`src/rtl/core/adsr_pkg.sv`:
```
// Shared types and constants for the ADSR envelope level pipeline.
package adsr_pkg;

    localparam int LVL_W    = 16;
    localparam int DUR_W    = 24;
    localparam int PH_BITS  = 31;
    localparam int QUO_W    = 32;
    localparam int NUM_W    = DUR_W + PH_BITS;
    localparam int MULT_W   = DUR_W + LVL_W;
    localparam int ADDR_W   = 5;
    localparam int DATA_W   = 32;

    localparam logic [LVL_W-1:0] FULL_LEVEL = 16'h8000;

    localparam logic [DUR_W-1:0] RST_ATTACK  = 24'd480;
    localparam logic [DUR_W-1:0] RST_DECAY   = 24'd4800;
    localparam logic [LVL_W-1:0] RST_SUSTAIN = 16'd22938;
    localparam logic [DUR_W-1:0] RST_RELEASE = 24'd9600;

    typedef enum logic [2:0] {
        REG_ATTACK  = 3'd0,
        REG_DECAY   = 3'd1,
        REG_SUSTAIN = 3'd2,
        REG_RELEASE = 3'd3,
        REG_CURVE   = 3'd4
    } t_reg_idx;

    typedef struct packed {
        logic [DUR_W-1:0] attack;
        logic [DUR_W-1:0] decay;
        logic [LVL_W-1:0] sustain;
        logic [DUR_W-1:0] rel_ticks;
        logic             quad;
    } t_cfg;

    // How the divider quotient turns into a level at the end of the pipe.
    typedef struct packed {
        logic             quad;
        logic             zero;
        logic             add;
        logic [LVL_W-1:0] base;
        logic [LVL_W-1:0] mul;
    } t_side;

    typedef struct packed {
        logic [DUR_W-1:0] rem;
        logic [QUO_W-1:0] work;
        logic [DUR_W-1:0] den;
        t_side            side;
    } t_div;

endpackage

```
`src/rtl/core/adsr_post.sv`:
```
// Back stages: square the phase fraction, scale, and form the level.
module adsr_post (
    input  logic                       i_clk,
    input  logic                       i_rst_n,
    input  logic                       i_valid,
    input  logic [adsr_pkg::QUO_W-1:0] i_quo,
    input  adsr_pkg::t_side            i_side,
    output logic                       o_valid,
    output logic [adsr_pkg::LVL_W-1:0] o_level
);

    localparam int SQ_W = 2 * adsr_pkg::QUO_W;
    localparam int G_W  = SQ_W - adsr_pkg::PH_BITS;
    localparam int SC_W = G_W + adsr_pkg::LVL_W;

    logic                       r_v1, r_v2, r_v3;
    logic [adsr_pkg::QUO_W-1:0] r_q1;
    logic [SQ_W-1:0]            r_sq1;
    adsr_pkg::t_side            r_side1, r_side2;
    logic [adsr_pkg::LVL_W-1:0] r_p2, n_p, r_level3;

    logic [G_W-1:0]             w_g;
    logic [SC_W-1:0]            w_scaled;

    always_comb begin
        w_g      = r_sq1[SQ_W-1:adsr_pkg::PH_BITS];
        w_scaled = SC_W'(w_g) * SC_W'(r_side1.mul);
        if (r_side1.zero) begin
            n_p = '0;
        end else if (r_side1.quad) begin
            n_p = adsr_pkg::LVL_W'(w_scaled >> adsr_pkg::PH_BITS);
        end else begin
            n_p = adsr_pkg::LVL_W'(r_q1);
        end
    end

    always_ff @(posedge i_clk) begin
        if (!i_rst_n) begin
            r_v1 <= 1'b0;
            r_v2 <= 1'b0;
            r_v3 <= 1'b0;
        end else begin
            r_v1 <= i_valid;
            r_v2 <= r_v1;
            r_v3 <= r_v2;
        end
        r_q1     <= i_quo;
        r_sq1    <= SQ_W'(i_quo) * SQ_W'(i_quo);
        r_side1  <= i_side;
        r_p2     <= n_p;
        r_side2  <= r_side1;
        r_level3 <= r_side2.add ? (r_side2.base + r_p2) : (r_side2.base - r_p2);
    end

    assign o_valid = r_v3;
    assign o_level = r_level3;

endmodule

```
`config.mk`:
```
export PLATFORM = sky130hd
export DESIGN_NAME = adsr_post
export DESIGN_NICKNAME = d
export VERILOG_FILES = /design/src/rtl/core/adsr_pkg.sv /design/src/rtl/core/adsr_post.sv
export SDC_FILE = /design/constraint.sdc
export NUM_CORES = 2
export LEC_CHECK = 0
export BUFFER_PORTS_ARGS = -buffer_cell sky130_fd_sc_hd__buf_4
export CORE_ASPECT_RATIO = 1.1
export CORE_MARGIN = 4
export CORE_UTILIZATION = 45
export CTS_CLUSTER_DIAMETER = 30
export DETAILED_ROUTE_END_ITERATION = 10
export SLEW_MARGIN = 20
export SYNTH_ARGS = -nofsm -noshare
export SYNTH_HDL_FRONTEND = slang
export SYNTH_SLANG_ARGS = --single-unit
```
`constraint.sdc`:
```
create_clock -name i_clk -period 19.7 [get_ports i_clk]
set_input_delay 4.925 -clock i_clk [delete_from_list [all_inputs] [get_ports i_clk]]
set_output_delay 4.925 -clock i_clk [all_outputs]
set_load 0.05 [all_outputs]
```
==> results by group <==
Critical path
  • WP data required: 20.04 ns
  • Family with the most delay on the worst path: adder cells
  • Most used cell, CP: fa_1
  • CP max stage cell: a311oi_1
  • Worst setup EP type: register
  • Crit-path max FO: 25
  • Buf/Inv on CP: 4
  • Largest stage delay on the critical path: 0.72 ns
  • Critical path data arrival time: 13.36 ns
  • Kind of critical path: primary input to register
  • Crit start category: primary input
  • Critical-path cell list: buf_4 > clkinv_1 > nor2_1 > fa_1 > fa_1 > inv_1 > fa_1 > fa_1 > inv_1 > fa_1 > fa_1 > fa_1 > fa_1 > ha_1 > nand4_1 > or4_1 > a311oi_1 > o2111ai_1 > a31oi_1 > nand4_1 > nand3_1 > a21oi_1 > xnor2_1

Min path
  • HP Class: register to register

STA
  • Slew @ Worst Pin: 1.094 ns
  • Final Max Slew Viols: 0
  • Clk_skew: 0.02126 ns
  • Setup TNS: 0 ns
  • Fin crit period: 13.02 ns
  • Final hold vios: 0
  • Setup violators final: 0
  • RSZ-0062 raised after global routing: no
  • Final Cycle Share: 66.11%
  • Slew Limit Headroom: 26.95%
  • Upper clock frequency limit: 76.78 MHz

Yosys
  • Post-synth top flop: dfxtp_1
  • Synthesized cell area: 47750 µm²
  • Largest area contributor in the netlist: fa_1
  • Syn Nets: 6816
  • Post-synth top area share: 51.23%
  • Syn Inst Count: 5101
  • Ranking of synthesized cells by area: fa_1 51%, inv_1 11%, ha_1 11%, dfxtp_1 5.7%, and2_1 5.3%
  • Post-synth cell types: 62
  • Flops & latches, synth: 136
  • Top-count cell post-synth: inv_1
  • Seq/Total Area, Yosys: 5.701%
  • Avg Cell Area, Syn: 9.362 µm²
  • Number of synthesis warnings: 0
  • Post-synth ARST share: 0%
  • Number of flops mapped to enable cells by yosys: 0
  • Commonest cells post-synth: 1445 x inv_1, 1222 x fa_1, 632 x nand2_1

GRT
  • First-pass GRT wire length: 202.7 mm
  • GR Overflow Total: 0
  • GRT Max-Usage Layer: met2
  • Met2 usage: 39.67%
  • Vias in the first global route: 36320
  • Met3 Track Usage GR: 2.898%
  • Global routing met1 resource utilization: 32.27%
  • GRT Total Usage: 23.35%
  • Largest net degree at the start of global routing: 42
  • Initial antenna violation count: 0

Route
  • Routed vias/inst: 5.061
  • DR pass1 iterations: 5
  • Routed via count: 32600
  • Wire per inst: 19.27 µm
  • Antenna viol nets, final: 0
  • WL final: 124.1 mm
  • First DRT Iteration DRCs: 1832
  • DRC violations left: 0

Layout
  • Antenna cell count: 0
  • Fill cells: 10190
  • Layout area overhead: 4.994%
  • Fraction of layout instances using a drive strength above 1: 3.351%
  • Nets: 6746

Status
  • Outcome: finished clean

CTS
  • Clk_lat worst skew: 0.47 ns
  • H-tree depth: 4
  • Number of setup buffers added after CTS: 0
  • Clk sink count: 136
  • Cts bufs inserted: 17
  • CTS clock-pin slew for the worst setup and hold paths: 0.06 ns
  • CTS resizes: 0
  • CTS Buffer Depth: 2
  • Clock Tree Root: clkbuf_16
  • Hold_buf cts: 0
  • CTS tree: yes

Die
  • Initial Util: 45.30%
  • CORE AREA: 105400 µm²
  • Die Wd: 318.6 µm
  • DIE AREA: 111400 µm²
  • Die Ht: 349.7 µm
  • Num ports: 87
  • Row Count: 125

Place
  • GPL Wtd Cong: 0.8935
  • Hpwl dp: 94.67 mm
  • Port bufs: 86

Run
  • Max-cap violation count: 0
==> logic make-up after synthesis <==
family          synth area share, %
xor+xnor                      2.274
flops                         5.701
simple gates                  12.54
mux                          0.2149
buf+inv                       12.86
fa+ha+maj                     62.31
compound gates                4.095
==> layer usage <==
metal	wire (µm)	vias up
met5	0	-
met2	59870	913
met1	54390	16940
met3	6831	164
met4	3043	0
li1	-	14580
==> stage by stage <==
step | hold slack (ns) | utilization (%) | worst slack [ns] | area, µm² | cells
floorplan | 0.3096 | - | 7.699 | 47750 | 5101
global placement | 0.3102 | 47.01 | 6.271 | 49560 | 6409
detailed placement | 0.3121 | 47.01 | 6.211 | 49560 | 6409
CTS | 0.3262 | 47.56 | 6.700 | 50140 | 6441
global route | 0.3306 | 47.56 | 6.419 | 50140 | 6441
finish | 0.3224 | 47.56 | 6.676 | 50140 | 6441
==> worst paths after layout <==
| kind | from | cells past startpoint | endpoint | slack [ns] |
|---|---|---|---|---|
| setup / recovery | i_quo[16] | 23 | r_sq1[56] | 6.68 |
| hold / removal | r_side1[19] | 0 | r_side2[19] | 0.32 |
| setup reg to reg | r_sq1[48] | 20 | r_p2[0] | 12.27 |
| hold reg to reg | r_side1[19] | 0 | r_side2[19] | 0.32 |
==> layout by cell type (no fill, tap or decap), types with 11 or more instances in the layout <==
cell type  synthesis  final
nand4_1           19     19
nand2_1          632    632
a31o_2            11     11
fa_1            1222   1222
a31oi_1           17     17
a21o_1            48     48
buf_4              0    100
xnor2_1           65     65
nand2b_1          12     12
and3_1            16     16
clkbuf_16          0     17
nand3_1           23     23
o21bai_1          14     14
inv_1           1445   1445
dfxtp_2            0     14
xor2_1            59     59
o21ai_0           41     41
o21a_1            11     11
dfxtp_1          136    122
nor3_1            14     14
and2_1           404    404
nor2_1            87     87
nor2b_1           16     16
ha_1             423    423
a21oi_1          103    103
==> registers in the layout, indices dropped and copies added, names as in the netlist <==
register and count:
r_q1 15, o_valid 1, r_sq1 34, r_p2 16, o_level 16, r_side1 35, r_v1 1, r_side2 17
r_v2 1
==> area by class of cell <==
type                            count  area, µm²  area share (%)
Timing Repair Buffer              100      750.7           1.497
Sequential cell                   136       2740           5.465
Clock buffer                       20      436.7          0.8709
Clock inverter                     12      142.6          0.2845
Inverter                         1447       5431           10.83
Multi-Input combinational cell   3329      38890           77.56
Tap cell                         1397       1748           3.486
Power is not shown: default switching activity piles up to over one toggle a cycle in this logic, so the estimate is an artifact.
