**src/rtl/core/adsr_pkg.sv**
```systemverilog
// Shared types and constants for the ADSR envelope level pipeline.
package adsr_pkg;

    localparam int LVL_W    = 16;
    localparam int DUR_W    = 24;
    localparam int PH_BITS  = 31;
    localparam int QUO_W    = 32;
    localparam int NUM_W    = DUR_W + PH_BITS;
    localparam int MULT_W   = DUR_W + LVL_W;
    localparam int ADDR_W   = 5;
    localparam int DATA_W   = 32;

    localparam logic [LVL_W-1:0] FULL_LEVEL = 16'h8000;

    localparam logic [DUR_W-1:0] RST_ATTACK  = 24'd480;
    localparam logic [DUR_W-1:0] RST_DECAY   = 24'd4800;
    localparam logic [LVL_W-1:0] RST_SUSTAIN = 16'd22938;
    localparam logic [DUR_W-1:0] RST_RELEASE = 24'd9600;

    typedef enum logic [2:0] {
        REG_ATTACK  = 3'd0,
        REG_DECAY   = 3'd1,
        REG_SUSTAIN = 3'd2,
        REG_RELEASE = 3'd3,
        REG_CURVE   = 3'd4
    } t_reg_idx;

    typedef struct packed {
        logic [DUR_W-1:0] attack;
        logic [DUR_W-1:0] decay;
        logic [LVL_W-1:0] sustain;
        logic [DUR_W-1:0] rel_ticks;
        logic             quad;
    } t_cfg;

    // How the divider quotient turns into a level at the end of the pipe.
    typedef struct packed {
        logic             quad;
        logic             zero;
        logic             add;
        logic [LVL_W-1:0] base;
        logic [LVL_W-1:0] mul;
    } t_side;

    typedef struct packed {
        logic [DUR_W-1:0] rem;
        logic [QUO_W-1:0] work;
        logic [DUR_W-1:0] den;
        t_side            side;
    } t_div;

endpackage

```
**src/rtl/core/adsr_front.sv**
```systemverilog
// Front stages: phase decode and divider operand setup.
module adsr_front #(
    parameter int TIME_BITS = 32
) (
    input  logic                 i_clk,
    input  logic                 i_rst_n,
    input  logic                 i_valid,
    input  logic [TIME_BITS-1:0] i_start,
    input  logic [TIME_BITS-1:0] i_stop,
    input  logic [TIME_BITS-1:0] i_now,
    input  adsr_pkg::t_cfg       i_cfg,
    output logic                 o_valid,
    output adsr_pkg::t_div       o_div
);

    localparam int CW = (TIME_BITS > adsr_pkg::DUR_W) ? TIME_BITS : adsr_pkg::DUR_W;

    logic                 r_v1, r_v2, r_v3;
    logic [TIME_BITS-1:0] r_start1, r_stop1, r_now1;
    logic                 r_before2, r_held2;
    logic [TIME_BITS-1:0] r_t2, r_r2;
    logic [adsr_pkg::DUR_W-1:0] r_x3, r_len3;
    adsr_pkg::t_side      r_side3;
    adsr_pkg::t_div       r_div4;
    logic                 r_v4;

    logic                 n_before, n_held;
    logic [TIME_BITS-1:0] n_t, n_r;
    logic [CW-1:0]        w_t, w_r, w_d;
    logic [adsr_pkg::LVL_W-1:0] w_sus, w_gap;
    logic [adsr_pkg::DUR_W-1:0] n_x, n_len;
    adsr_pkg::t_side      n_side;
    logic [adsr_pkg::MULT_W-1:0] w_prod;
    logic [adsr_pkg::DUR_W-1:0]  w_rest;
    logic [adsr_pkg::NUM_W-1:0]  w_num;
    adsr_pkg::t_div       n_div;

    // Stage 2: ordering of the ticks
    always_comb begin
        n_before = r_now1 < r_start1;
        n_held   = (r_stop1 == '0) || (r_stop1 > r_now1);
        n_t      = r_now1 - r_start1;
        n_r      = r_now1 - r_stop1;
    end

    // Stage 3: pick the phase
    always_comb begin
        w_t   = CW'(r_t2);
        w_r   = CW'(r_r2);
        w_d   = w_t - CW'(i_cfg.attack);
        w_sus = (i_cfg.sustain > adsr_pkg::FULL_LEVEL) ? adsr_pkg::FULL_LEVEL : i_cfg.sustain;
        w_gap = adsr_pkg::FULL_LEVEL - w_sus;
        n_x         = '0;
        n_len       = adsr_pkg::DUR_W'(1);
        n_side.quad = i_cfg.quad;
        n_side.zero = 1'b1;
        n_side.add  = 1'b1;
        n_side.base = '0;
        n_side.mul  = '0;
        priority if (r_before2) begin
            n_side.base = '0;
        end else if (r_held2) begin
            if (w_t < CW'(i_cfg.attack)) begin
                // Squared attack rises with t, so hand L-t to the (L-x) dividend
                n_x         = i_cfg.quad ? (i_cfg.attack - adsr_pkg::DUR_W'(w_t))
                                         : adsr_pkg::DUR_W'(w_t);
                n_len       = i_cfg.attack;
                n_side.zero = 1'b0;
                n_side.mul  = adsr_pkg::FULL_LEVEL;
            end else if (w_d < CW'(i_cfg.decay)) begin
                n_x         = adsr_pkg::DUR_W'(w_d);
                n_len       = i_cfg.decay;
                n_side.zero = 1'b0;
                n_side.mul  = w_gap;
                n_side.add  = i_cfg.quad;
                n_side.base = i_cfg.quad ? w_sus : adsr_pkg::FULL_LEVEL;
            end else begin
                n_side.base = w_sus;
            end
        end else begin
            if (w_r < CW'(i_cfg.rel_ticks)) begin
                n_x         = adsr_pkg::DUR_W'(w_r);
                n_len       = i_cfg.rel_ticks;
                n_side.zero = 1'b0;
                n_side.mul  = w_sus;
                n_side.add  = i_cfg.quad;
                n_side.base = i_cfg.quad ? '0 : w_sus;
            end
        end
    end

    // Stage 4: dividend is x*M for linear ramps, (L-x)<<31 for squared ones
    always_comb begin
        w_prod = adsr_pkg::MULT_W'(r_x3) * adsr_pkg::MULT_W'(r_side3.mul);
        w_rest = r_len3 - r_x3;
        w_num  = r_side3.quad ? (adsr_pkg::NUM_W'(w_rest) << adsr_pkg::PH_BITS)
                              : adsr_pkg::NUM_W'(w_prod);
        n_div.rem  = adsr_pkg::DUR_W'(w_num[adsr_pkg::NUM_W-1:adsr_pkg::QUO_W]);
        n_div.work = w_num[adsr_pkg::QUO_W-1:0];
        n_div.den  = r_len3;
        n_div.side = r_side3;
    end

    always_ff @(posedge i_clk) begin
        if (!i_rst_n) begin
            r_v1 <= 1'b0;
            r_v2 <= 1'b0;
            r_v3 <= 1'b0;
            r_v4 <= 1'b0;
        end else begin
            r_v1 <= i_valid;
            r_v2 <= r_v1;
            r_v3 <= r_v2;
            r_v4 <= r_v3;
        end
        r_start1  <= i_start;
        r_stop1   <= i_stop;
        r_now1    <= i_now;
        r_before2 <= n_before;
        r_held2   <= n_held;
        r_t2      <= n_t;
        r_r2      <= n_r;
        r_x3      <= n_x;
        r_len3    <= n_len;
        r_side3   <= n_side;
        r_div4    <= n_div;
    end

    assign o_valid = r_v4;
    assign o_div   = r_div4;

endmodule

```
**config.mk**
```make
export PLATFORM = sky130hd
export DESIGN_NAME = adsr_front
export DESIGN_NICKNAME = d
export VERILOG_FILES = /design/src/rtl/core/adsr_pkg.sv /design/src/rtl/core/adsr_front.sv
export SDC_FILE = /design/constraint.sdc
export NUM_CORES = 2
export LEC_CHECK = 0
export BUFFER_PORTS_ARGS = -buffer_cell sky130_fd_sc_hd__buf_2
export CORE_AREA = 8 8 192 285
export CTS_BUF_LIST = sky130_fd_sc_hd__clkbuf_8
export CTS_CLUSTER_SIZE = 20
export DETAILED_ROUTE_END_ITERATION = 10
export DIE_AREA = 0 0 200 293
export MAX_ROUTING_LAYER = met4
export PLACE_DENSITY = 0.8
export SYNTH_ARGS = -nofsm -noshare
export SYNTH_HDL_FRONTEND = slang
export SYNTH_SLANG_ARGS = --single-unit
```
**constraint.sdc**
```tcl
create_clock -name i_clk -period 17.32 [get_ports i_clk]
set_input_delay 0.866 -clock i_clk [delete_from_list [all_inputs] [get_ports i_clk]]
set_output_delay 0.866 -clock i_clk [all_outputs]
set_load 0.01 [all_outputs]
```
==> results_dict.tcl <==
set metrics [dict create \
    first_iter_violations 1410 \
    hold_buffers 0 \
    place_congestion 0.993 \
    period_share_pct 43.5 \
    clk_pin_slew_ps 70 \
    synth_edf_count 0 \
    cp_data_required_time_ps 17850 \
    track_usage_pct 30.8 \
    clock_path_buffers 3 \
    ctsResizeCount 0 \
    setup_tns_ps 0 \
    synth_flop_cell "dfxtp_1" \
    rows 101 \
    num_vias 24675 \
    viasPerCell 5.67 \
    worstPathArrival_ps 8060 \
    synth_top_area_share_pct 24.2 \
    rsz0062_at_grt "no" \
    yosysTopAreaCell "dfxtp_1" \
    worst_pin_slew_ps 1070 \
    synthToLayoutAreaGrowth_pct 10.8 \
    finalHoldViolations 0 \
    wl_per_cell_um 20.2 \
    synth_area_mm2 0.0300 \
    max_slew_margin_pct 28.1 \
    fin_crit_ps 7530 \
    synth.most_common_cell "inv_1" \
    fmax_ghz 0.133 \
    drive_gt1_share_pct 12.3 \
    instances_no_fill 4352 \
    yosys-top-cells-area "dfxtp_1 (24%), fa_1 (21%), ha_1 (12%)" \
    io_buffer_count 302 \
    io_pins 304 \
    maxSlewViolCount 0 \
    placed_area_mm2 0.0320 \
    hp-class "input port to register" \
    start_kind "register" \
    overflow 0 \
    status "complete, no violations" \
    antenna_left 0 \
    place_ws_ps 9860 \
    ys_seq_elements 363 \
    p_leak_nw 16.8 \
    synth_warnings 0 \
    ir_drop_mv 0.0804 \
    cts-root-buf "clkbuf_8" \
    cp_max_fo 25 \
    die_h_um 293 \
    final_nets 4418 \
    cts_tree "built" \
    ff2ff_path_depth 24 \
    holdPathStages 1 \
    wl_um 88000 \
    synth_cell_types 78 \
    maxCapViolCount 0 \
    syn_inst 3377 \
    crit_path_end_kind "register" \
    grt_start_max_net_pins 51 \
    worst_slack_ps 9790 \
    core-area_mm2 0.0504 \
    n_fill_cell 4310 \
    grt_pass1_vias 26233 \
    first_pass_iters 6 \
    skew_ps 44.2 \
    cts-buffers-inserted 55 \
    drc 0 \
    avgSynthCellArea_um2 8.89 \
    cts_setup_buffers 0 \
    synthArstFlopShare_pct 0 \
    cts_sinks 363 \
    fin_area_mm2 0.0332 \
    antenna_found_initial 12 \
    dpl.cell_count 4238 \
    dp_hpwl_um 70900 \
    powerDensity_mw_per_mm2 75.3 \
    critPathKind "register to register" \
    grt_pass1_wl_um 136000 \
    htree_num_levels 2 \
    die-area_mm2 0.0586 \
    yosys-top-cells-count "inv_1 (543), dfxtp_1 (363), nand2_1 (318)" \
    setup_viol 0 \
    die_width_um 200 \
    insertion_delay_ps 670 \
    syn_nets 4169 \
    initial_core_util_pct 59.5 \
    seq_area_frac_synth_pct 24.2 \
]
## power by group
group          leakage (nW)  internal [mW]  total [mW]  switching [mW]
combinational          13.1          0.302       0.745           0.443
clock                 0.643          0.421       0.773           0.352
sequential             3.00          0.914       0.985          0.0714
total                  16.8           1.64        2.50           0.867
## state kept, by name, indices dropped and copies added (netlist names)
| signal | flops |
|---|---|
| r_v2 | 1 |
| r_v1 | 1 |
| r_r2 | 32 |
| r_len3 | 24 |
| o_valid | 1 |
| r_stop1 | 32 |
| r_t2 | 32 |
| n_div | 35 |
| o_div | 114 |
| r_start1 | 32 |
| r_v3 | 1 |
| r_before2 | 1 |
| r_now1 | 32 |
| r_x3 | 24 |
| r_held2 | 1 |
## final timing paths
| path | endpoint | startpoint | slack [ps] |
|---|---|---|---|
| max | o_div[98] | n_div[1] | 9790 |
| min | r_now1[29] | i_now[29] | 310 |
| max reg2reg | o_div[98] | n_div[1] | 9790 |
| min reg2reg | o_div[31] | n_div[31] | 330 |
## area by class of cell
cell class / count / area (µm²) / area share, %
Inverter: 545 / 2050 / 6.15
Antenna cell: 13 / 32.5 / 0.0979
Timing Repair Buffer: 325 / 1680 / 5.07
Sequential cell: 363 / 7270 / 21.9
Tap cell: 669 / 837 / 2.52
Clock inverter: 32 / 270 / 0.813
Multi-Input combinational cell: 2336 / 20100 / 60.6
Clock buffer: 69 / 950 / 2.86
## critical path, stage by stage (launching register included)
cell and delay (ps):
dfxtp_1 910, nand2_1 180, fa_1 580, inv_1 60
fa_1 520, inv_1 50, fa_1 490, inv_1 60
fa_1 480, fa_1 490, inv_1 50, fa_1 470
inv_1 40, ha_1 340, a21o_1 210, a21oi_1 150
o21bai_1 80, a21o_1 170, a221o_1 460, a31oi_1 400
o21ai_0 340, a221o_1 430, a21oi_1 190, xnor2_1 130
o21ai_0 90
## kinds of logic (layout without fill, tap and decap cells)
| group | after synthesis | after routing | synth area share [%] |
|---|---|---|---|
| DFF | 363 | 363 | 24.2 |
| adders and majority gates | 604 | 604 | 33.0 |
| other | 1 | 14 | 0.0125 |
| buffers and inverters | 678 | 971 | 8.69 |
| xor gates and xnor gates | 142 | 142 | 4.14 |
| and+or+nand+nor | 944 | 944 | 15.2 |
| AOI/OAI and AO/OA | 608 | 608 | 13.5 |
| muxes | 37 | 37 | 1.24 |
## placed cells by master, fill, tap and decap left out, drive strengths merged, types with 83 or more instances in the layout
master    n
and2    176
nor2    190
o21ai    98
ha      293
a21oi   167
dfxtp   363
a21o     83
nand2   321
buf     325
xnor2    92
fa      311
inv     551
## routing by layer
layer	global-route usage, %	vias up	part of all wire, %
li1	-	11502	-
met4	21.0	0	7.6
met1	29.7	11766	33
met3	5.08	353	6.8
met5	-	-	0
met2	55.3	1054	52
## metrics by stage
| stage | util (%) | total power [mW] | hold slack, ps |
|---|---|---|---|
| after floorplan | - | 1.50 | 310 |
| after global placement | 63.4 | 1.72 | 310 |
| after detailed placement | 63.4 | 1.73 | 312 |
| after CTS | 65.9 | 2.51 | 275 |
| after global routing | 65.9 | 2.64 | 282 |
| final | 65.9 | 2.50 | 315 |
(Power assumes the default switching activity.)
