$ cat config.mk
export PLATFORM = sky130hd
export DESIGN_NAME = adsr_div_step
export DESIGN_NICKNAME = d
export VERILOG_FILES = /design/src/rtl/core/adsr_pkg.sv /design/src/rtl/core/adsr_div_step.sv
export SDC_FILE = /design/constraint.sdc
export NUM_CORES = 1
export LEC_CHECK = 0
export BUFFER_PORTS_ARGS = -buffer_cell sky130_fd_sc_hd__buf_2
export CAP_MARGIN = 20
export CORE_MARGIN = 2
export CORE_UTILIZATION = 49
export CTS_BUF_LIST = sky130_fd_sc_hd__clkbuf_8
export DETAILED_ROUTE_END_ITERATION = 6
export HOLD_SLACK_MARGIN = 0.1
export PLACE_DENSITY = 0.88
export SETUP_SLACK_MARGIN = 0.5
export SYNTH_ARGS = -nofsm -noshare
export SYNTH_HDL_FRONTEND = slang
export SYNTH_SLANG_ARGS = --single-unit
$ cat constraint.sdc
create_clock -name i_clk -period 6.5 [get_ports i_clk]
set_input_delay 0.65 -clock i_clk [delete_from_list [all_inputs] [get_ports i_clk]]
set_output_delay 0.65 -clock i_clk [all_outputs]
set_load 0.01 [all_outputs]
$ cat src/rtl/core/adsr_pkg.sv
// Shared types and constants for the ADSR envelope level pipeline.
package adsr_pkg;

    localparam int LVL_W    = 16;
    localparam int DUR_W    = 24;
    localparam int PH_BITS  = 31;
    localparam int QUO_W    = 32;
    localparam int NUM_W    = DUR_W + PH_BITS;
    localparam int MULT_W   = DUR_W + LVL_W;
    localparam int ADDR_W   = 5;
    localparam int DATA_W   = 32;

    localparam logic [LVL_W-1:0] FULL_LEVEL = 16'h8000;

    localparam logic [DUR_W-1:0] RST_ATTACK  = 24'd480;
    localparam logic [DUR_W-1:0] RST_DECAY   = 24'd4800;
    localparam logic [LVL_W-1:0] RST_SUSTAIN = 16'd22938;
    localparam logic [DUR_W-1:0] RST_RELEASE = 24'd9600;

    typedef enum logic [2:0] {
        REG_ATTACK  = 3'd0,
        REG_DECAY   = 3'd1,
        REG_SUSTAIN = 3'd2,
        REG_RELEASE = 3'd3,
        REG_CURVE   = 3'd4
    } t_reg_idx;

    typedef struct packed {
        logic [DUR_W-1:0] attack;
        logic [DUR_W-1:0] decay;
        logic [LVL_W-1:0] sustain;
        logic [DUR_W-1:0] rel_ticks;
        logic             quad;
    } t_cfg;

    // How the divider quotient turns into a level at the end of the pipe.
    typedef struct packed {
        logic             quad;
        logic             zero;
        logic             add;
        logic [LVL_W-1:0] base;
        logic [LVL_W-1:0] mul;
    } t_side;

    typedef struct packed {
        logic [DUR_W-1:0] rem;
        logic [QUO_W-1:0] work;
        logic [DUR_W-1:0] den;
        t_side            side;
    } t_div;

endpackage

$ cat src/rtl/core/adsr_div_step.sv
// One restoring-division step: one quotient bit per stage.
module adsr_div_step (
    input  logic           i_clk,
    input  logic           i_rst_n,
    input  logic           i_valid,
    input  adsr_pkg::t_div i_div,
    output logic           o_valid,
    output adsr_pkg::t_div o_div
);

    logic [adsr_pkg::DUR_W:0] w_trial;
    logic                     w_ge;
    adsr_pkg::t_div           n_div;
    adsr_pkg::t_div           r_div;
    logic                     r_valid;

    always_comb begin
        w_trial    = {i_div.rem, i_div.work[adsr_pkg::QUO_W-1]};
        w_ge       = w_trial >= {1'b0, i_div.den};
        n_div      = i_div;
        n_div.rem  = w_ge ? adsr_pkg::DUR_W'(w_trial - {1'b0, i_div.den})
                          : w_trial[adsr_pkg::DUR_W-1:0];
        n_div.work = {i_div.work[adsr_pkg::QUO_W-2:0], w_ge};
    end

    always_ff @(posedge i_clk) begin
        if (!i_rst_n) begin
            r_valid <= 1'b0;
        end else begin
            r_valid <= i_valid;
        end
        r_div <= n_div;
    end

    assign o_valid = r_valid;
    assign o_div   = r_div;

endmodule

==> impl_metrics.json, run 1 <==
{
  "detailedPlacementHpwl_mm": 9.496,
  "core-area_sq_um": 8175,
  "routed_wire_length_per_instance_microns": 16.59,
  "yosys.cell_count.top_type": "dfxtp_1",
  "grt_pass1_wl_mm": 17.04,
  "portBuffers": 233,
  "length_of_the_first_detailed_routing_pass_in_iterations": 4,
  "max-cap-violations": 0,
  "postCtsSetupRepairBufs": 0,
  "gr-max-usage-layer": "met2",
  "yosysWarnings": 0,
  "postLayoutSetupSlackWorst_ps": 3244,
  "tritoncts_num_sinks": 116,
  "globalRouteOverflowTotal": 0,
  "number_of_levels_in_the_clock_h_tree": 4,
  "synth_enable_flop_cells": 0,
  "post_cts_resized": 0,
  "timing_hold_violations_final": 0,
  "synthTopCellsByCount": "dfxtp_1 (116), inv_1 (32), ha_1 (24)",
  "ant_nets": 0,
  "netlist-cell-type-count": 47,
  "rows": 33,
  "cell_area_after_layout_sq_um": 5739,
  "fin_crit_ps": 3256,
  "worst_slack_at_placement_ps": 2818,
  "critPathKind": "in -> reg",
  "finalSetupViolations": 0,
  "ios": 234,
  "syn_avg_cell_area_sq_um": 11.39,
  "grtUsageTotal_pct": 25.07,
  "grt.met1_usage_pct": 24.89,
  "stdcell_count": 726,
  "via_count": 3678,
  "path_clk_slew_ps": 80,
  "synth.top_cell.area_share_pct": 56.48,
  "detail_route.vias_per_cell": 5.066,
  "synthesis.instances": 361,
  "worst_hold_class": "in -> reg",
  "worst_ep_required_time_ps": 6820,
  "drive_above_1_share_pct": 44.91,
  "detailedRoute.firstIterationViolations": 110,
  "leakagePower_nw": 2.978,
  "max_clock_freq_mhz": 307.1,
  "critPathMaxFanout": 13,
  "clock-root-buffer": "clkbuf_8",
  "critical_path_arrival_ps": 3570,
  "worst_setup_path_end_kind": "flop",
  "power.density_nw_per_um2": 300.0,
  "mappedNetlistNets": 504,
  "tritoncts.num_buffers": 17,
  "place.detailed.instances": 692,
  "antenna_violations_before_repair": 1,
  "yosys.area.top_type": "dfxtp_1",
  "ys_async_sr_fraction_pct": 0,
  "maximum_buffer_depth_of_the_clock_tree": 2,
  "drcViolationCount": 0,
  "die_area_sq_um": 9139,
  "fp.dieW_microns": 95.60,
  "synth_area_sq_um": 4111,
  "grt_max_degree": 17,
  "synthFlopType": "dfxtp_1",
  "final_net_count": 749,
  "sequential_share_of_the_synthesized_area_pct": 56.48,
  "die-height_microns": 95.60,
  "wl_mm": 12.04,
  "max-vdd-ir-drop_mv": 0.2024,
  "grt_util_met2_pct": 44.76,
  "slew_viol_final": 0,
  "starting_utilization_of_the_core_area_pct": 50.29,
  "cells_taking_the_most_area_after_synthesis": "dfxtp_1 (56%), ha_1 (7.3%), mux2_1 (3.8%), xnor2_1 (3.0%), inv_1 (2.9%)",
  "grtUsageMet3_pct": 10.20,
  "start_kind": "input port",
  "cts-hold-fix-buffers": 0,
  "totalPowerFinal_w": 0.001722,
  "first_global_vias": 3594,
  "final.setup.tns_ps": 0,
  "outcome": "completed",
  "cts_tree": "done",
  "placedInstanceArea_sq_um": 5371,
  "max_slew.worst_pin.slew_ps": 745.7,
  "gp_congestion": 0.8842,
  "area_growth_pct": 39.59,
  "grt_setup_unrepaired": "false",
  "period_share_pct": 50.09,
  "slew_headroom_pct": 50.17,
  "synth.ff_latch_count": 116
}
==> state kept, by name, summed over array words and instances, names as in the netlist <==
register	flops
o_div	115
o_valid	1
==> path summary, 6_finish.rpt <==
path | start | end | cells after the start | slack (ps)
max | i_div[39] | o_div[97]$_DFF_P_ | 11 | 3240
min | i_div[1] | o_div[1]$_DFF_P_ | 1 | 310
==> cell usage in the layout, fill, tap and decap left out, types with 3 or more instances in the layout <==
master / instances
buf_2: 233
dfxtp_1: 116
inv_1: 32
ha_1: 24
clkbuf_8: 18
nand2_1: 16
nor2_1: 15
a21oi_1: 15
xnor2_1: 14
mux2_1: 14
a21o_1: 11
o21ai_0: 8
inv_6: 8
and3_1: 6
mux2i_1: 6
a31oi_1: 6
mux2_2: 5
nand3_1: 4
nand4_1: 4
o21bai_1: 4
a211o_1: 4
o21a_1: 4
nor3_1: 4
xor2_1: 4
nand2b_1: 3
clkinvlp_4: 3
==> per-layer routing <==
layer  part of all wire [%]  vias to the layer above
li1                       -                     1758
met1                     36                     1696
met2                     51                      196
met3                     10                       28
met4                    3.0                        0
met5                      0                        -
==> worst max-delay path: stages <==
cell and delay (ps):
buf_2 80, inv_1 40, ha_1 360, nand2_1 140, a211oi_2 290, nor2_2 140
o311ai_4 320, nand2_2 130, o311ai_4 680, buf_4 360, mux2_2 360
==> through the flow <==
step	hold WS, ps	utilization (%)
after floorplan	677.7	-
after global placement	752.5	65.70
after detailed placement	753.6	65.70
after CTS	300.0	70.14
after global routing	290.4	70.17
final	313.9	70.20
==> report_power, final <==
part	switching, W	internal (W)	total (W)
sequential	0.0000145	0.000773	0.000788
clock	0.000318	0.000283	0.000601
combinational	0.000181	0.000152	0.000333
total	0.000514	0.00121	0.00172
==> cell type report <==
type | instances | area (sq um)
fill | 623 | 2436
sequential | 116 | 2322
multi-input combinational | 205 | 1624
timing repair buffer | 234 | 1174
clock buffer | 18 | 247.7
tap | 105 | 131.4
inverter | 32 | 120.1
clock inverter | 14 | 115.1
antenna | 2 | 5.005
==> cell families (layout without fill, tap and decap cells) <==
group           Yosys count  after routing  synth area share, %
flops                   116            116                56.48
compound gates           74             74                13.73
simple gates             63             63                7.486
buf+inv                  40            298                4.017
fa+ha+maj                25             25                7.791
mux                      25             25                6.665
xor+xnor                 18             18                3.834
other cells               0              2                    0
Note: power is estimated with default switching activity, not from simulation.
==> run 2, diff against run 1 <==
Settings changed: CORE_UTILIZATION 49 to 45, PLACE_DENSITY 0.88 to 0.82.
Clock period 6.5 ns to 3.22 ns, I/O delays scaled along.
==> impl_metrics.json, run 2 (same netlist as run 1, synthesis figures left out) <==
{
  "max-vdd-ir-drop_mv": 0.3287,
  "starting_utilization_of_the_core_area_pct": 46.69,
  "via_count": 4150,
  "finalSetupViolations": 0,
  "detailroute.wirelength.met3_mm": 1.179,
  "rows": 34,
  "fill_cells": 531,
  "grtUsageTotal_pct": 30.02,
  "wl_mm": 14.93,
  "hold_ws_ps": 107.5,
  "postLayoutSetupSlackWorst_ps": 567.6,
  "holdCritStartpoint": "i_div[108]",
  "detailedPlacementHpwl_mm": 9.585,
  "cts_tree": "done",
  "critical_path_arrival_ps": 2980,
  "start_kind": "input port",
  "final_net_count": 849,
  "ios": 234,
  "startpoint": "i_div[41]",
  "slew_viol_final": 0,
  "core-area_sq_um": 8806,
  "placedInstanceArea_sq_um": 5390,
  "period_share_pct": 82.37,
  "slew_headroom_pct": 69.17,
  "timing_hold_violations_final": 0,
  "globalRouteOverflowTotal": 0,
  "gp_congestion": 0.9140,
  "tritoncts_num_sinks": 116,
  "power.density_nw_per_um2": 556.3,
  "die_area_sq_um": 9917,
  "regArea_sq_um": 2322,
  "totalPowerFinal_w": 0.003807,
  "grt_max_degree": 17,
  "number_of_levels_in_the_clock_h_tree": 4,
  "routed_wire_length_per_instance_microns": 18.08,
  "antenna_violations_before_repair": 0,
  "detailedRoute.firstIterationViolations": 185,
  "drive_above_1_share_pct": 41.23,
  "critPathMaxFanout": 3,
  "die-height_microns": 99.59,
  "path_clk_slew_ps": 70,
  "worst_ep_required_time_ps": 3540,
  "detail_route.wirelength.met1_mm": 5.422,
  "cell_area_after_layout_sq_um": 6843,
  "critical_path.endpoint": "o_div[111]$_DFF_P_",
  "insertedDiodeCount": 0,
  "length_of_the_first_detailed_routing_pass_in_iterations": 4,
  "met2WireLength_mm": 7.726,
  "ant_nets": 0,
  "layout.cells.most_common": "buf_2",
  "worst_setup_path_end_kind": "flop",
  "worst_hold_class": "in -> reg",
  "fp.dieW_microns": 99.59,
  "fin_crit_ps": 2652,
  "drcViolationCount": 0,
  "detail_route.vias_per_cell": 5.024,
  "maximum_buffer_depth_of_the_clock_tree": 2,
  "commonest_cells_after_routing_fill_and_taps_aside": "buf_2 (233), dfxtp_1 (116), dlygate4sd3_1 (94)",
  "max-cap-violations": 0,
  "final.setup.tns_ps": 0,
  "tritoncts.num_buffers": 17,
  "first_global_vias": 4383,
  "area_growth_pct": 66.43,
  "max_slew.worst_pin.slew_ps": 456.7,
  "portBuffers": 233,
  "route.top_layer_used": "met4",
  "grt_pass1_wl_mm": 22.56,
  "max_clock_freq_mhz": 377.0,
  "largest_register_ff_count": 115,
  "clock-root-buffer": "clkbuf_8",
  "critPathKind": "in -> reg",
  "multi_input_gate_area_sq_um": 1685,
  "outcome": "completed",
  "grt_setup_unrepaired": "true",
  "leakagePower_nw": 3.443,
  "worst_slack_at_placement_ps": 453.5
}
-- run 2: cell count changes in the layout (fill, tap and decap cells not counted), moves of 4 or more --
cell	change
inv_6	-5
buf_4	+4
clkinv_4	+4
ha_1	-4
ha_2	+4
dlygate4sd3_1	+94
-- run 2: how the worst min path moves through the flow --
stage	slack, ps	end	cells past startpoint
3_3_place_gp	420	o_div[23]$_DFF_P_	1
6_report	110	o_div[109]$_DFF_P_	2
2_1_floorplan	350	o_div[0]$_DFF_P_	0
3_5_place_dp	430	o_div[60]$_DFF_P_	1
5_1_grt	110	o_div[102]$_DFF_P_	2
4_1_cts	100	o_div[109]$_DFF_P_	2
-- run 2: routing by layer --
| layer | track usage, % | vias up |
|---|---|---|
| met5 | 0 | - |
| met4 | 12.64 | 0 |
| met3 | 11.45 | 38 |
| li1 | - | 1951 |
| met1 | 29.89 | 1958 |
| met2 | 55.51 | 203 |
-- run 2: worst max-delay path, cell delays in order --
cell	delay [ps]
dlygate4sd3_1	540
buf_2	120
inv_1	40
ha_1	230
a211o_1	290
a211oi_1	230
nor2_1	100
a211o_1	360
a221oi_2	350
xnor2_1	100
mux2_1	290
-- run 2: timing repair --
| action | in CTS | in global routing |
|---|---|---|
| resized for setup | 0 | 19 |
| hold buffers | 92 | 2 |
| setup endpoints to repair | 0 | 24 |
| hold endpoints to repair | 91 | 2 |
| setup buffers | 0 | 4 |
-- run 2: where the power goes --
| part | internal, W | switching, W |
|---|---|---|
| sequential | 0.00156 | 0.0000336 |
| clock | 0.000771 | 0.000637 |
| combinational | 0.000398 | 0.000405 |
| total | 0.00273 | 0.00108 |
-- run 2: cell type report --
| cell class | instances | share of cell area, % |
|---|---|---|
| clock inverters | 14 | 2.615 |
| well taps | 108 | 1.975 |
| multi-input cells | 205 | 24.63 |
| inverters | 32 | 1.755 |
| repair buffers | 334 | 31.67 |
| clock buffers | 17 | 3.419 |
| flip-flops and latches | 116 | 33.94 |
-- run 2: per-stage QoR --
step           util, %  cells
5_1_grt          77.71    826
3_5_place_dp     61.21    697
6_report         77.71    826
3_3_place_gp     61.21    697
4_1_cts          76.36    820
2_1_floorplan        -    361
==> run 3, diff against run 2 <==
Clock period 3.22 ns to 2.6 ns, I/O delays scaled along.
==> impl_metrics.json, run 3 (same netlist as run 1, synthesis figures left out) <==
{
  "outcome": "completed",
  "critical_path_arrival_ps": 2460,
  "clock-root-buffer": "clkbuf_8",
  "maximum_buffer_depth_of_the_clock_tree": 2,
  "detail_route.vias_per_cell": 5.339,
  "crit_chain": "buf_2 > inv_2 > ha_4 > nand2_2 > a211oi_4 > nor2_4 > o311ai_4 > nand2_2 > o311ai_4 > buf_6 > buf_12 > mux2_2",
  "tritoncts.num_buffers": 17,
  "grt_max_degree": 17,
  "ios": 234,
  "drive_above_1_share_pct": 45.37,
  "critPathMaxStageDelay_ps": 360,
  "detailedPlacementHpwl_mm": 9.991,
  "fp.dieW_microns": 99.59,
  "critPathMaxFanout": 8,
  "min_delay_worst_endpoint": "o_div[100]$_DFF_P_",
  "detailedRoute.firstIterationViolations": 262,
  "period_share_pct": 82.80,
  "globalRouteOverflowTotal": 0,
  "grt_setup_unrepaired": "true",
  "cts_tree": "done",
  "cell_area_after_layout_sq_um": 7396,
  "gp_congestion": 0.8939,
  "route.top_layer_used": "met4",
  "power.density_nw_per_um2": 674.1,
  "worst_setup_path_end_kind": "flop",
  "grtUsageTotal_pct": 34.92,
  "detailroute.wirelength.met3_mm": 1.464,
  "worst_ep_required_time_ps": 2910,
  "hold_path_depth": 3,
  "max-vdd-ir-drop_mv": 0.3863,
  "number_of_levels_in_the_clock_h_tree": 4,
  "critPathKind": "in -> reg",
  "fill_cells": 431,
  "holdCritStartpoint": "i_div[99]",
  "via_count": 4618,
  "met2WireLength_mm": 8.968,
  "max_clock_freq_mhz": 464.5,
  "crit_path_top_delay_cell": "mux2_2",
  "grt_pass1_wl_mm": 26.12,
  "totalPowerFinal_w": 0.004986,
  "detail_route.wirelength.met1_mm": 6.658,
  "max-cap-violations": 0,
  "first_global_vias": 4735,
  "place.detailed.instances": 710,
  "portBuffers": 233,
  "ant_nets": 0,
  "start_kind": "input port",
  "path_clk_slew_ps": 80,
  "worst_hold_class": "in -> reg",
  "rows": 34,
  "core-area_sq_um": 8806,
  "placedInstanceArea_sq_um": 5644,
  "slew_headroom_pct": 68.10,
  "die_area_sq_um": 9917,
  "commonest_cells_after_routing_fill_and_taps_aside": "buf_2 (230), dfxtp_1 (116), dlygate4sd3_1 (110)",
  "wl_mm": 18.42,
  "timing_hold_violations_final": 0,
  "fin_crit_ps": 2153,
  "max_slew.worst_pin.slew_ps": 472.4,
  "drcViolationCount": 0,
  "starting_utilization_of_the_core_area_pct": 46.69,
  "tritoncts_num_sinks": 116,
  "die-height_microns": 99.59,
  "final_net_count": 887,
  "slew_viol_final": 0,
  "routed_wire_length_per_instance_microns": 21.29,
  "area_growth_pct": 79.88,
  "layout.cells.most_common": "buf_2",
  "largest_register_ff_count": 115,
  "length_of_the_first_detailed_routing_pass_in_iterations": 7,
  "finalSetupViolations": 0,
  "antenna_violations_before_repair": 0,
  "leakagePower_nw": 3.678,
  "stdcell_count": 865
}
[run 3: area by class of cell]
type,instances,area [sq um],share of cell area (%)
diodes,1,2.502,0.03384
flip-flops and latches,116,2322,31.40
multi-input cells,205,1852,25.04
well taps,108,135.1,1.827
clock inverters,14,176.4,2.385
inverters,32,127.6,1.726
clock buffers,17,234.0,3.164
repair buffers,372,2546,34.43
[run 3: timing repair]
item,CTS,global route
pin swaps,1,21
resized for setup,2,31
endpoints found under the setup margin,9,23
gates cloned,0,1
hold endpoints to repair,109,0
hold buffers,110,0
setup buffers,1,11
[run 3: worst max-delay path by stage]
stage                   start            endpoint  slack (ps)  cells past startpoint
floorplan           i_div[39]  o_div[109]$_DFF_P_         310                     10
finish              i_div[38]   o_div[94]$_DFF_P_         450                     12
global route        i_div[38]   o_div[92]$_DFF_P_         420                     13
CTS                 i_div[39]   o_div[95]$_DFF_P_         490                     11
global placement    i_div[90]  o_div[111]$_DFF_P_          70                     11
detailed placement  i_div[90]  o_div[111]$_DFF_P_          -4                     11
[run 3: critical path, delay by kind of cell]
family | cells | cell delay, ps
AOI/OAI and AO/OA | 3 | 830
buffers and inverters | 4 | 450
and+or+nand+nor | 3 | 270
muxes | 1 | 360
adders and majority gates | 1 | 290
[run 3: where the power goes]
part / internal, W / leakage, nW / switching [W]
logic: 0.000611 / 2.50 / 0.000581
clock network: 0.000956 / 0.203 / 0.000846
registers: 0.00193 / 0.979 / 0.0000570
[run 3: metal layers]
| metal | track usage, % | vias up |
|---|---|---|
| li1 | - | 2024 |
| met1 | 36.47 | 2153 |
| met2 | 62.89 | 321 |
| met3 | 9.136 | 120 |
| met4 | 20.34 | 0 |
| met5 | 0 | - |
[run 3: metrics by stage]
stage,utilization (%),hold WS (ps),setup TNS (ps),setup slack (ps)
2_1_floorplan,-,287.7,0,305.3
3_3_place_gp,64.09,363.0,0,69.09
3_5_place_dp,64.09,363.6,-4.367,-4.367
4_1_cts,81.44,113.4,0,487.9
5_1_grt,83.96,119.7,0,416.7
6_report,83.99,119.1,0,447.3
